File: src/hw/rtl/atps_pkg.sv
package atps_pkg;

    localparam int MaxAxesDefault = 8;
    localparam int IdW = 11;
    localparam int TimeW = 32;
    localparam int PeriodW = 16;
    localparam int ResultCap = 8;

    localparam logic [1:0] CmdPoll  = 2'd0;
    localparam logic [1:0] CmdReg   = 2'd1;
    localparam logic [1:0] CmdUnreg = 2'd2;
    localparam logic [1:0] CmdAck   = 2'd3;

    localparam logic [1:0] ResReq    = 2'd0;
    localparam logic [1:0] ResNone   = 2'd1;
    localparam logic [1:0] ResStatus = 2'd2;

    localparam logic [2:0] KindRetry = 3'd0;
    localparam logic [2:0] KindPos   = 3'd1;
    localparam logic [2:0] KindSpd   = 3'd2;
    localparam logic [2:0] KindSts   = 3'd3;
    localparam logic [2:0] KindProt  = 3'd4;

    localparam logic [2:0] StOk      = 3'd0;
    localparam logic [2:0] StInvalid = 3'd1;
    localparam logic [2:0] StDup     = 3'd2;
    localparam logic [2:0] StMissing = 3'd3;
    localparam logic [2:0] StFull    = 3'd4;

    localparam logic [2:0] CfgPos   = 3'd0;
    localparam logic [2:0] CfgSpd   = 3'd1;
    localparam logic [2:0] CfgSts   = 3'd2;
    localparam logic [2:0] CfgProt  = 3'd3;
    localparam logic [2:0] CfgRetry = 3'd4;
    localparam logic [2:0] CfgTlm   = 3'd5;
    localparam logic [2:0] CfgTx    = 3'd6;
    localparam logic [2:0] CfgInit  = 3'd7;

    // entry word: id, five due times, retries
    localparam int EntryW = IdW + 5 * TimeW + 2;

    typedef struct packed {
        logic [1:0]  command;
        logic [10:0] can_id;
        logic [31:0] now_ms;
        logic [7:0]  tx_sent;
    } t_in_beat;

    typedef struct packed {
        logic [1:0]  result_type;
        logic [10:0] request_can_id;
        logic [2:0]  request_kind;
        logic [2:0]  op_status;
        logic        last;
    } t_out_beat;

    typedef struct packed {
        logic [IdW-1:0]   id;
        logic [TimeW-1:0] retry_due;
        logic [TimeW-1:0] pos_due;
        logic [TimeW-1:0] spd_due;
        logic [TimeW-1:0] sts_due;
        logic [TimeW-1:0] prot_due;
        logic [1:0]       retries;
    } t_entry;

    typedef enum logic [3:0] {
        S_IDLE, S_SCAN_RD, S_SCAN_CHK, S_POLL_RD, S_POLL_CHK,
        S_SHIFT_RD, S_SHIFT_WR, S_EMIT
    } t_state;

    function automatic logic is_due(input logic [31:0] due, input logic [31:0] now);
        logic [31:0] d;
        d = now - due;
        return ~d[31];
    endfunction

endpackage

File: src/hw/rtl/axis_telemetry_poll_scheduler_core.sv
// axis telemetry poll scheduler
// input channel i_in_valid/o_in_ready carries one command beat: poll, register,
// unregister or response-policy ack. output channel o_out_valid/i_out_ready
// returns result beats; the final beat of a command has last set.
// register, unregister and ack give one status beat; a poll gives one to
// eight request beats or one "nothing sent" beat.
// the axis table lives in one ram with registered read, one entry per axis.
// a lookup reads and then compares one entry at a time (S_SCAN_RD, S_SCAN_CHK);
// a register of id 0 is answered without a lookup.
// unregister then moves each later entry down one place, a read and a write each.
// a poll visits entries round-robin, up to 4*count visits or until the budget
// is spent; an empty table or zero budget goes straight to its one beat.
// one command is worked at a time; the next is taken the cycle after the
// final beat is accepted.
// a stalled receiver holds the poll at the next hit; no beat is dropped.
// the config channel i_cfg_valid/o_cfg_ready is always ready; writes are
// expected only while idle.
// reset clears count, round-robin pointer and config to defaults; table
// contents are undefined until registered, no clearing pass is needed.
module axis_telemetry_poll_scheduler_core #(
    parameter int MaxAxes = atps_pkg::MaxAxesDefault
) (
    input  logic               i_clk,
    input  logic               i_rst_n,
    input  logic               i_in_valid,
    output logic               o_in_ready,
    input  atps_pkg::t_in_beat i_in_data,
    output logic               o_out_valid,
    input  logic               i_out_ready,
    output atps_pkg::t_out_beat o_out_data,
    input  logic               i_cfg_valid,
    output logic               o_cfg_ready,
    input  logic [2:0]         i_cfg_index,
    input  logic [15:0]        i_cfg_data
);
    import atps_pkg::*;

    localparam int AW = (MaxAxes > 1) ? $clog2(MaxAxes) : 1;
    localparam int CW = $clog2(MaxAxes + 1);
    localparam int VW = $clog2(4 * MaxAxes + 1);
    localparam int RamDepth = (MaxAxes > 1) ? MaxAxes : 2;

    logic [15:0] r_pos_p, r_spd_p, r_sts_p, r_prot_p, r_retry_p;
    logic [3:0]  r_tlm_b;
    logic [7:0]  r_tx_b;
    logic [1:0]  r_init_r;

    t_state r_state, n_state;
    t_in_beat r_cmd, n_cmd;
    logic [CW-1:0] r_count, n_count;
    logic [AW-1:0] r_rr, n_rr;
    logic [AW-1:0] r_idx, n_idx;
    logic [VW-1:0] r_visits, n_visits;
    logic [3:0] r_budget, n_budget;
    logic [3:0] r_sent, n_sent;
    t_out_beat r_out, n_out;
    logic r_out_v, n_out_v;
    t_out_beat r_pend, n_pend;
    logic r_pend_v, n_pend_v;

    logic we;
    logic [AW-1:0] waddr, raddr;
    t_entry wdata, rdata;
    logic [EntryW-1:0] rdata_w;

    atps_ram #(.Width(EntryW), .Depth(RamDepth)) u_ram (
        .i_clk  (i_clk),
        .i_we   (we),
        .i_waddr(waddr),
        .i_wdata(wdata),
        .i_raddr(raddr),
        .o_rdata(rdata_w)
    );
    assign rdata = t_entry'(rdata_w);

    assign o_cfg_ready = 1'b1;
    always_ff @(posedge i_clk) begin
        if (!i_rst_n) begin
            r_pos_p <= 16'd10; r_spd_p <= 16'd25; r_sts_p <= 16'd50;
            r_prot_p <= 16'd200; r_retry_p <= 16'd500; r_tlm_b <= 4'd8;
            r_tx_b <= 8'd24; r_init_r <= 2'd3;
        end else if (i_cfg_valid) begin
            case (i_cfg_index)
                CfgPos:   r_pos_p <= i_cfg_data;
                CfgSpd:   r_spd_p <= i_cfg_data;
                CfgSts:   r_sts_p <= i_cfg_data;
                CfgProt:  r_prot_p <= i_cfg_data;
                CfgRetry: r_retry_p <= i_cfg_data;
                CfgTlm:   r_tlm_b <= i_cfg_data[3:0];
                CfgTx:    r_tx_b <= i_cfg_data[7:0];
                CfgInit:  r_init_r <= i_cfg_data[1:0];
                default: ;
            endcase
        end
    end

    assign o_in_ready = (r_state == S_IDLE) && !r_out_v;
    assign o_out_valid = r_out_v;
    assign o_out_data = r_out;

    logic [7:0] tx_room;
    logic [7:0] bud8;
    logic [AW-1:0] idx_inc;
    logic [CW-1:0] idx_ext, count_m1;
    logic [VW-1:0] max_visits;
    logic out_free;

    always_comb begin
        tx_room = (i_in_data.tx_sent >= r_tx_b) ? 8'd0
                : r_tx_b - i_in_data.tx_sent;
        bud8 = ({4'd0, r_tlm_b} < tx_room) ? {4'd0, r_tlm_b} : tx_room;
        if (bud8 > 8'(ResultCap)) bud8 = 8'(ResultCap);
        idx_ext = CW'(r_idx);
        count_m1 = r_count - CW'(1);
        idx_inc = r_idx + AW'(1);
        max_visits = VW'({r_count, 2'b00});
        out_free = !r_out_v || i_out_ready;
    end

    logic hit;
    logic [2:0] hit_kind;
    t_entry hit_entry;

    always_comb begin
        hit = 1'b1;
        hit_kind = KindRetry;
        hit_entry = rdata;
        if (rdata.retries != 2'd0 && is_due(rdata.retry_due, r_cmd.now_ms)) begin
            hit_entry.retries = rdata.retries - 2'd1;
            hit_entry.retry_due = r_cmd.now_ms + 32'(r_retry_p);
        end else if (is_due(rdata.pos_due, r_cmd.now_ms)) begin
            hit_kind = KindPos;
            hit_entry.pos_due = r_cmd.now_ms + 32'(r_pos_p);
        end else if (is_due(rdata.spd_due, r_cmd.now_ms)) begin
            hit_kind = KindSpd;
            hit_entry.spd_due = r_cmd.now_ms + 32'(r_spd_p);
        end else if (is_due(rdata.sts_due, r_cmd.now_ms)) begin
            hit_kind = KindSts;
            hit_entry.sts_due = r_cmd.now_ms + 32'(r_sts_p);
        end else if (is_due(rdata.prot_due, r_cmd.now_ms)) begin
            hit_kind = KindProt;
            hit_entry.prot_due = r_cmd.now_ms + 32'(r_prot_p);
        end else begin
            hit = 1'b0;
        end
    end

    always_comb begin
        n_state = r_state; n_cmd = r_cmd; n_count = r_count; n_rr = r_rr;
        n_idx = r_idx; n_visits = r_visits; n_budget = r_budget; n_sent = r_sent;
        n_out = r_out; n_out_v = r_out_v; n_pend = r_pend; n_pend_v = r_pend_v;
        we = 1'b0; waddr = r_idx; raddr = r_idx; wdata = rdata;
        if (r_out_v && i_out_ready) n_out_v = 1'b0;
        case (r_state)
            S_IDLE: begin
                if (i_in_valid && o_in_ready) begin
                    n_cmd = i_in_data;
                    n_idx = '0;
                    n_visits = '0;
                    n_sent = '0;
                    n_pend = '0;
                    n_pend_v = 1'b0;
                    n_pend.result_type = ResStatus;
                    if (i_in_data.command == CmdPoll) begin
                        if (r_count == '0 || bud8 == '0) begin
                            n_pend.result_type = ResNone;
                            n_state = S_EMIT;
                        end else begin
                            n_budget = bud8[3:0];
                            if (CW'(r_rr) >= r_count) n_rr = '0;
                            n_state = S_POLL_RD;
                        end
                    end else if (i_in_data.command == CmdReg &&
                                 i_in_data.can_id == '0) begin
                        n_pend.op_status = StInvalid;
                        n_state = S_EMIT;
                    end else begin
                        n_state = S_SCAN_RD;
                    end
                end
            end
            S_SCAN_RD: begin
                n_state = S_SCAN_CHK;
            end
            S_SCAN_CHK: begin
                if (idx_ext < r_count && rdata.id == r_cmd.can_id) begin
                    case (r_cmd.command)
                        CmdReg: begin
                            n_pend.op_status = StDup;
                            n_state = S_EMIT;
                        end
                        CmdAck: begin
                            we = 1'b1;
                            wdata.retries = 2'd0;
                            n_pend.op_status = StOk;
                            n_state = S_EMIT;
                        end
                        default: begin
                            n_pend.op_status = StOk;
                            n_state = S_SHIFT_RD;
                        end
                    endcase
                end else if (idx_ext + CW'(1) < r_count) begin
                    n_idx = idx_inc;
                    n_state = S_SCAN_RD;
                end else if (r_cmd.command == CmdReg) begin
                    if (r_count >= CW'(MaxAxes)) begin
                        n_pend.op_status = StFull;
                    end else begin
                        we = 1'b1;
                        waddr = AW'(r_count);
                        wdata.id = r_cmd.can_id;
                        wdata.retry_due = r_cmd.now_ms;
                        wdata.pos_due = r_cmd.now_ms;
                        wdata.spd_due = r_cmd.now_ms;
                        wdata.sts_due = r_cmd.now_ms;
                        wdata.prot_due = r_cmd.now_ms;
                        wdata.retries = r_init_r;
                        n_count = r_count + CW'(1);
                        n_pend.op_status = StOk;
                    end
                    n_state = S_EMIT;
                end else begin
                    n_pend.op_status = StMissing;
                    n_state = S_EMIT;
                end
            end
            S_SHIFT_RD: begin
                if (idx_ext + CW'(1) < r_count) begin
                    raddr = idx_inc;
                    n_state = S_SHIFT_WR;
                end else begin
                    n_count = count_m1;
                    if (CW'(r_rr) >= count_m1) n_rr = '0;
                    n_state = S_EMIT;
                end
            end
            S_SHIFT_WR: begin
                we = 1'b1;
                waddr = r_idx;
                n_idx = idx_inc;
                n_state = S_SHIFT_RD;
            end
            S_POLL_RD: begin
                if (r_sent >= r_budget || r_visits >= max_visits) begin
                    if (!r_pend_v) begin
                        n_pend = '0;
                        n_pend.result_type = ResNone;
                    end
                    n_state = S_EMIT;
                end else begin
                    raddr = r_rr;
                    n_idx = r_rr;
                    n_state = S_POLL_CHK;
                end
            end
            S_POLL_CHK: begin
                // a hit with a beat still pending waits for the output register
                if (!hit || !r_pend_v || out_free) begin
                    n_visits = r_visits + VW'(1);
                    n_rr = (idx_ext + CW'(1) >= r_count) ? '0 : idx_inc;
                    n_state = S_POLL_RD;
                    if (hit) begin
                        we = 1'b1;
                        wdata = hit_entry;
                        if (r_pend_v) begin
                            n_out = r_pend;
                            n_out_v = 1'b1;
                        end
                        n_pend = '0;
                        n_pend.result_type = ResReq;
                        n_pend.request_can_id = rdata.id;
                        n_pend.request_kind = hit_kind;
                        n_pend_v = 1'b1;
                        n_sent = r_sent + 4'd1;
                    end
                end
            end
            S_EMIT: begin
                if (out_free) begin
                    n_out = r_pend;
                    n_out.last = 1'b1;
                    n_out_v = 1'b1;
                    n_pend_v = 1'b0;
                    n_state = S_IDLE;
                end
            end
            default: n_state = S_IDLE;
        endcase
    end

    always_ff @(posedge i_clk) begin
        if (!i_rst_n) begin
            r_state <= S_IDLE;
            r_count <= '0;
            r_rr <= '0;
            r_out_v <= 1'b0;
            r_pend_v <= 1'b0;
        end else begin
            r_state <= n_state;
            r_count <= n_count;
            r_rr <= n_rr;
            r_out_v <= n_out_v;
            r_pend_v <= n_pend_v;
        end
    end

    always_ff @(posedge i_clk) begin
        r_cmd <= n_cmd;
        r_idx <= n_idx;
        r_visits <= n_visits;
        r_budget <= n_budget;
        r_sent <= n_sent;
        r_out <= n_out;
        r_pend <= n_pend;
    end
endmodule

File: src/hw/rtl/atps_ram.sv
module atps_ram #(
    parameter int Width = 8,
    parameter int Depth = 8
) (
    input  logic                     i_clk,
    input  logic                     i_we,
    input  logic [$clog2(Depth)-1:0] i_waddr,
    input  logic [Width-1:0]         i_wdata,
    input  logic [$clog2(Depth)-1:0] i_raddr,
    output logic [Width-1:0]         o_rdata
);
    logic [Width-1:0] r_mem [Depth];
    logic [Width-1:0] r_rdata;

    always_ff @(posedge i_clk) begin
        if (i_we) begin
            r_mem[i_waddr] <= i_wdata;
        end
        r_rdata <= r_mem[i_raddr];
    end

    assign o_rdata = r_rdata;
endmodule

File: config.mk
export PLATFORM = sky130hd
export DESIGN_NAME = axis_telemetry_poll_scheduler_core
export DESIGN_NICKNAME = d
export VERILOG_FILES = /design/src/hw/rtl/atps_pkg.sv /design/src/hw/rtl/axis_telemetry_poll_scheduler_core.sv /design/src/hw/rtl/atps_ram.sv
export SDC_FILE = /design/constraint.sdc
export NUM_CORES = 2
export LEC_CHECK = 0
export ABC_AREA = 1
export BUFFER_PORTS_ARGS = -buffer_cell sky130_fd_sc_hd__clkbuf_2
export CORE_MARGIN = 5
export CORE_UTILIZATION = 35
export CTS_CLUSTER_DIAMETER = 200
export DETAILED_ROUTE_END_ITERATION = 7
export PLACE_DENSITY = 0.57
export SLEW_MARGIN = 30
export SYNTH_ARGS = -nofsm -noshare
export SYNTH_HDL_FRONTEND = slang
export SYNTH_HIERARCHICAL = 1
export SYNTH_SLANG_ARGS = --single-unit
File: constraint.sdc
create_clock -name i_clk -period 11.7 [get_ports i_clk]
set_input_delay 2.34 -clock i_clk [delete_from_list [all_inputs] [get_ports i_clk]]
set_output_delay 2.34 -clock i_clk [all_outputs]
set_load 0.02 [all_outputs]
==> results.toml <==
[status]
status = "completed"

[timing]
fin_worst_skew_ps = 67.6
hold_violations = 0
rsz0062_at_grt = "false"
period_needed_ps = 6300
slew_violations = 0
fmax_mhz = 159
setup_ws_ps = 5400
slew_headroom_pct = 24.4
tightest_slew_ps = 1130
final-setup-viol-count = 0
setup_tns_ps = 0
finalCritPeriodShare_pct = 53.9

[logic_synthesis]
synth_seq_cells = 1764
synth_seq_area_share_pct = 57.6
syn_inst = 9790
synth_top_cell_by_area = "edfxtp_1"
synth_top_area_share_pct = 51.2
synth_fp_nets = 10143
synth.avg_cell_area_um2 = 8.89
synthFlopType = "edfxtp_1"
yosysUniqueCellTypes = 58
synthArstFlopShare_pct = 0
synth_edf_count = 1485
netlist_top_cells_area = "edfxtp_1 (51%), nand2_1 (13%), inv_1 (7.6%)"
synth_warnings = 6
syn_area_mm2 = 0.0871

[floorplan]
die-height_um = 509
die_area_mm2 = 0.259
die_w_um = 509
ios = 100
start_util_pct = 35.1
rows = 183
fp.coreArea_mm2 = 0.248

[cts]
cts_resized = 0
insertion_delay_ps = 850
post_cts_buffers = 0
htree_levels = 4
path_clk_slew_ps = 60
cts_num_sinks = 1764
cts_buffer_depth = 3
cts_root_buf = "clkbuf_16"
cts_tree = "done"
hold_buffers = 0
cts_buffers = 184

[final_layout]
final_nets = 10102
syn2layout_area_growth_pct = 11.2
drive_above_1_share_pct = 5.36
nFillCells = 24351

[critical_path]
max_stage_delay_ps = 830
crit_path_end_kind = "register"
worst-setup-path-type = "reg -> reg"
crit_fanout = 62
crit_chain = "ha_1, xnor2_1, inv_1, ha_1, o211ai_1, nand2_1, clkinv_1, o21ai_0, nand2_1, nand3_4, buf_4, buf_4, buf_4, buf_4, nand3_1, nand2_1, nand2_1, nand2_1"
crit_slowest_cell = "buf_4"
critical_path.most_common_cell = "nand2_1"
cp-start-kind = "register"
cp.required_ps = 12480
cp.arrival_ps = 7080

[detailed_routing]
drt_iter0_drc = 6174
drt_wl_total_um = 258000
drt-met1-wl_um = 115000
met2_length_um = 115000
wl_per_cell_um = 19.5
first_pass_iters = 6
drt-vias-per-instance = 4.91
postRouteAntennaNets = 0
met3_length_um = 20100
vias = 65084
drc = 0
top_layer = "met5"

[hold_path]
hold_class = "reg -> reg"

[placed_design]
port_buffers = 98
gp_congestion = 0.955
dp_slack_ps = 5330
hpwl_um = 157000

[grt]
grt_overflow = 0
grt_pass1_wl_um = 388000
grt_pass1_vias = 61706
antenna_found_initial = 12
grt_util_all_layers_pct = 19.5
grt_max_degree = 181

[pwr]
peakVddDrop_v = 0.000198
power.density_mw_per_mm2 = 287
p_leak_nw = 43.6

[run]
cap_violations = 0
## final timing paths
path	startpoint	to	slack, ps	depth (start not counted)
worst max register to register	r_idx[0]	u_ram/o_rdata[150]	5400	18
worst min-delay path	r_pend[8]	o_out_data[8]	420	0
worst max-delay path	r_idx[0]	u_ram/o_rdata[150]	5400	18
worst min register to register	r_pend[8]	o_out_data[8]	420	0
## cell type report
class / instances / area [µm²] / area share, %
timing repair buffer: 182 / 1270 / 1.31
antenna: 3 / 7.51 / 0.00775
multi-input combinational: 5837 / 28300 / 29.2
tap: 3330 / 4170 / 4.30
sequential: 1764 / 50200 / 51.8
clock inverter: 99 / 1120 / 1.16
inverter: 1780 / 6740 / 6.96
clock buffer: 249 / 5080 / 5.25
## cells in the mapped netlist (10+ instances only)
cell type and n:
o21a_1 14, o21ai_0 436, buf_2 221, nor4_1 15
a21o_1 12, nor2_1 551, xor2_1 114, buf_4 27
clkbuf_1 122, o21bai_1 37, edfxtp_1 1485, nand4_1 17
inv_2 12, xnor2_1 32, o211ai_1 35, inv_1 1759
ha_1 270, nand3_1 951, o21ai_1 30, a21oi_1 285
buf_6 28, nand2_1 2919, dfxtp_1 279, buf_1 10
nor3_1 34, a31oi_1 11
## per-stage QoR
stage               hold WS [ps]  utilization (%)  cell area, µm²  power [mW]  cells
finish                       420             39.0           96800        27.7  13244
global route                 426             39.0           96800        29.4  13241
CTS                          421             39.0           96800        27.8  13240
detailed placement           407             36.5           90600        21.7  12892
global placement             404             36.5           90500        21.5  12891
floorplan                    400                -           87100        17.7   9790
## power by group
| group | internal, mW | switching [mW] |
|---|---|---|
| Clock | 3.43 | 2.55 |
| Sequential | 9.19 | 0.501 |
| Combinational | 2.91 | 9.16 |
| Total | 15.5 | 12.2 |
## cell families (layout without fill, tap and decap cells)
| kind of cell | count (synthesis) | in the layout | synth area share [%] |
|---|---|---|---|
| XOR/XNOR | 146 | 146 | 1.47 |
| other | 1 | 4 | 0.00431 |
| AO/OA/AOI/OAI | 889 | 889 | 5.50 |
| adder cells (fa/ha/maj) | 276 | 276 | 4.02 |
| AND/OR/NAND/NOR | 4525 | 4525 | 21.2 |
| flip-flops | 1764 | 1764 | 57.6 |
| buffers and inverters | 2189 | 2310 | 10.1 |
## critical path: cells and delay by family, from the launching register on
family | cells | cell delay [ps]
AND/OR/NAND/NOR | 7 | 910
AO/OA/AOI/OAI | 2 | 390
buffers and inverters | 6 | 3430
flip-flops | 1 | 480
XOR/XNOR | 1 | 270
adder cells (fa/ha/maj) | 2 | 550
## per-layer routing
layer,vias to the layer above,GRT usage (%)
li1,31228,-
met4,4,6.17
met2,2421,30.8
met3,481,3.21
met5,-,0
met1,30950,27.4
## cells in the final DEF, fill, tap and decap left out, types with 8 or more instances in the layout
cell	instances
a21o_1	12
xnor2_1	32
clkbuf_2	97
o21ai_1	39
nor2_4	14
clkinv_1	34
clkbuf_16	188
inv_1	1756
inv_2	10
nand2_1	2919
o21a_1	14
a21oi_1	282
buf_12	9
clkinvlp_4	8
o21bai_1	37
nor2_1	538
nor3_1	33
o21ai_0	427
bufinv_16	16
edfxtp_1	1485
buf_4	71
ha_1	270
dfxtp_1	279
clkinv_2	30
a31oi_1	11
xor2_1	114
clkbuf_8	15
nor4_1	12
o211ai_1	35
nand3_1	948
nand4_1	17
clkbuf_1	46
## sequential cells by signal, summed over array words and instances, names as in the netlist, 16 cells and up
name,count
r_sts_p,16
r_pend,19
r_spd_p,16
r_cmd,45
o_out_data,20
u_ram/o_rdata,173
r_retry_p,16
u_ram/r_mem,1384
r_pos_p,16
r_prot_p,16
Note: power is estimated with default switching activity, not from simulation.
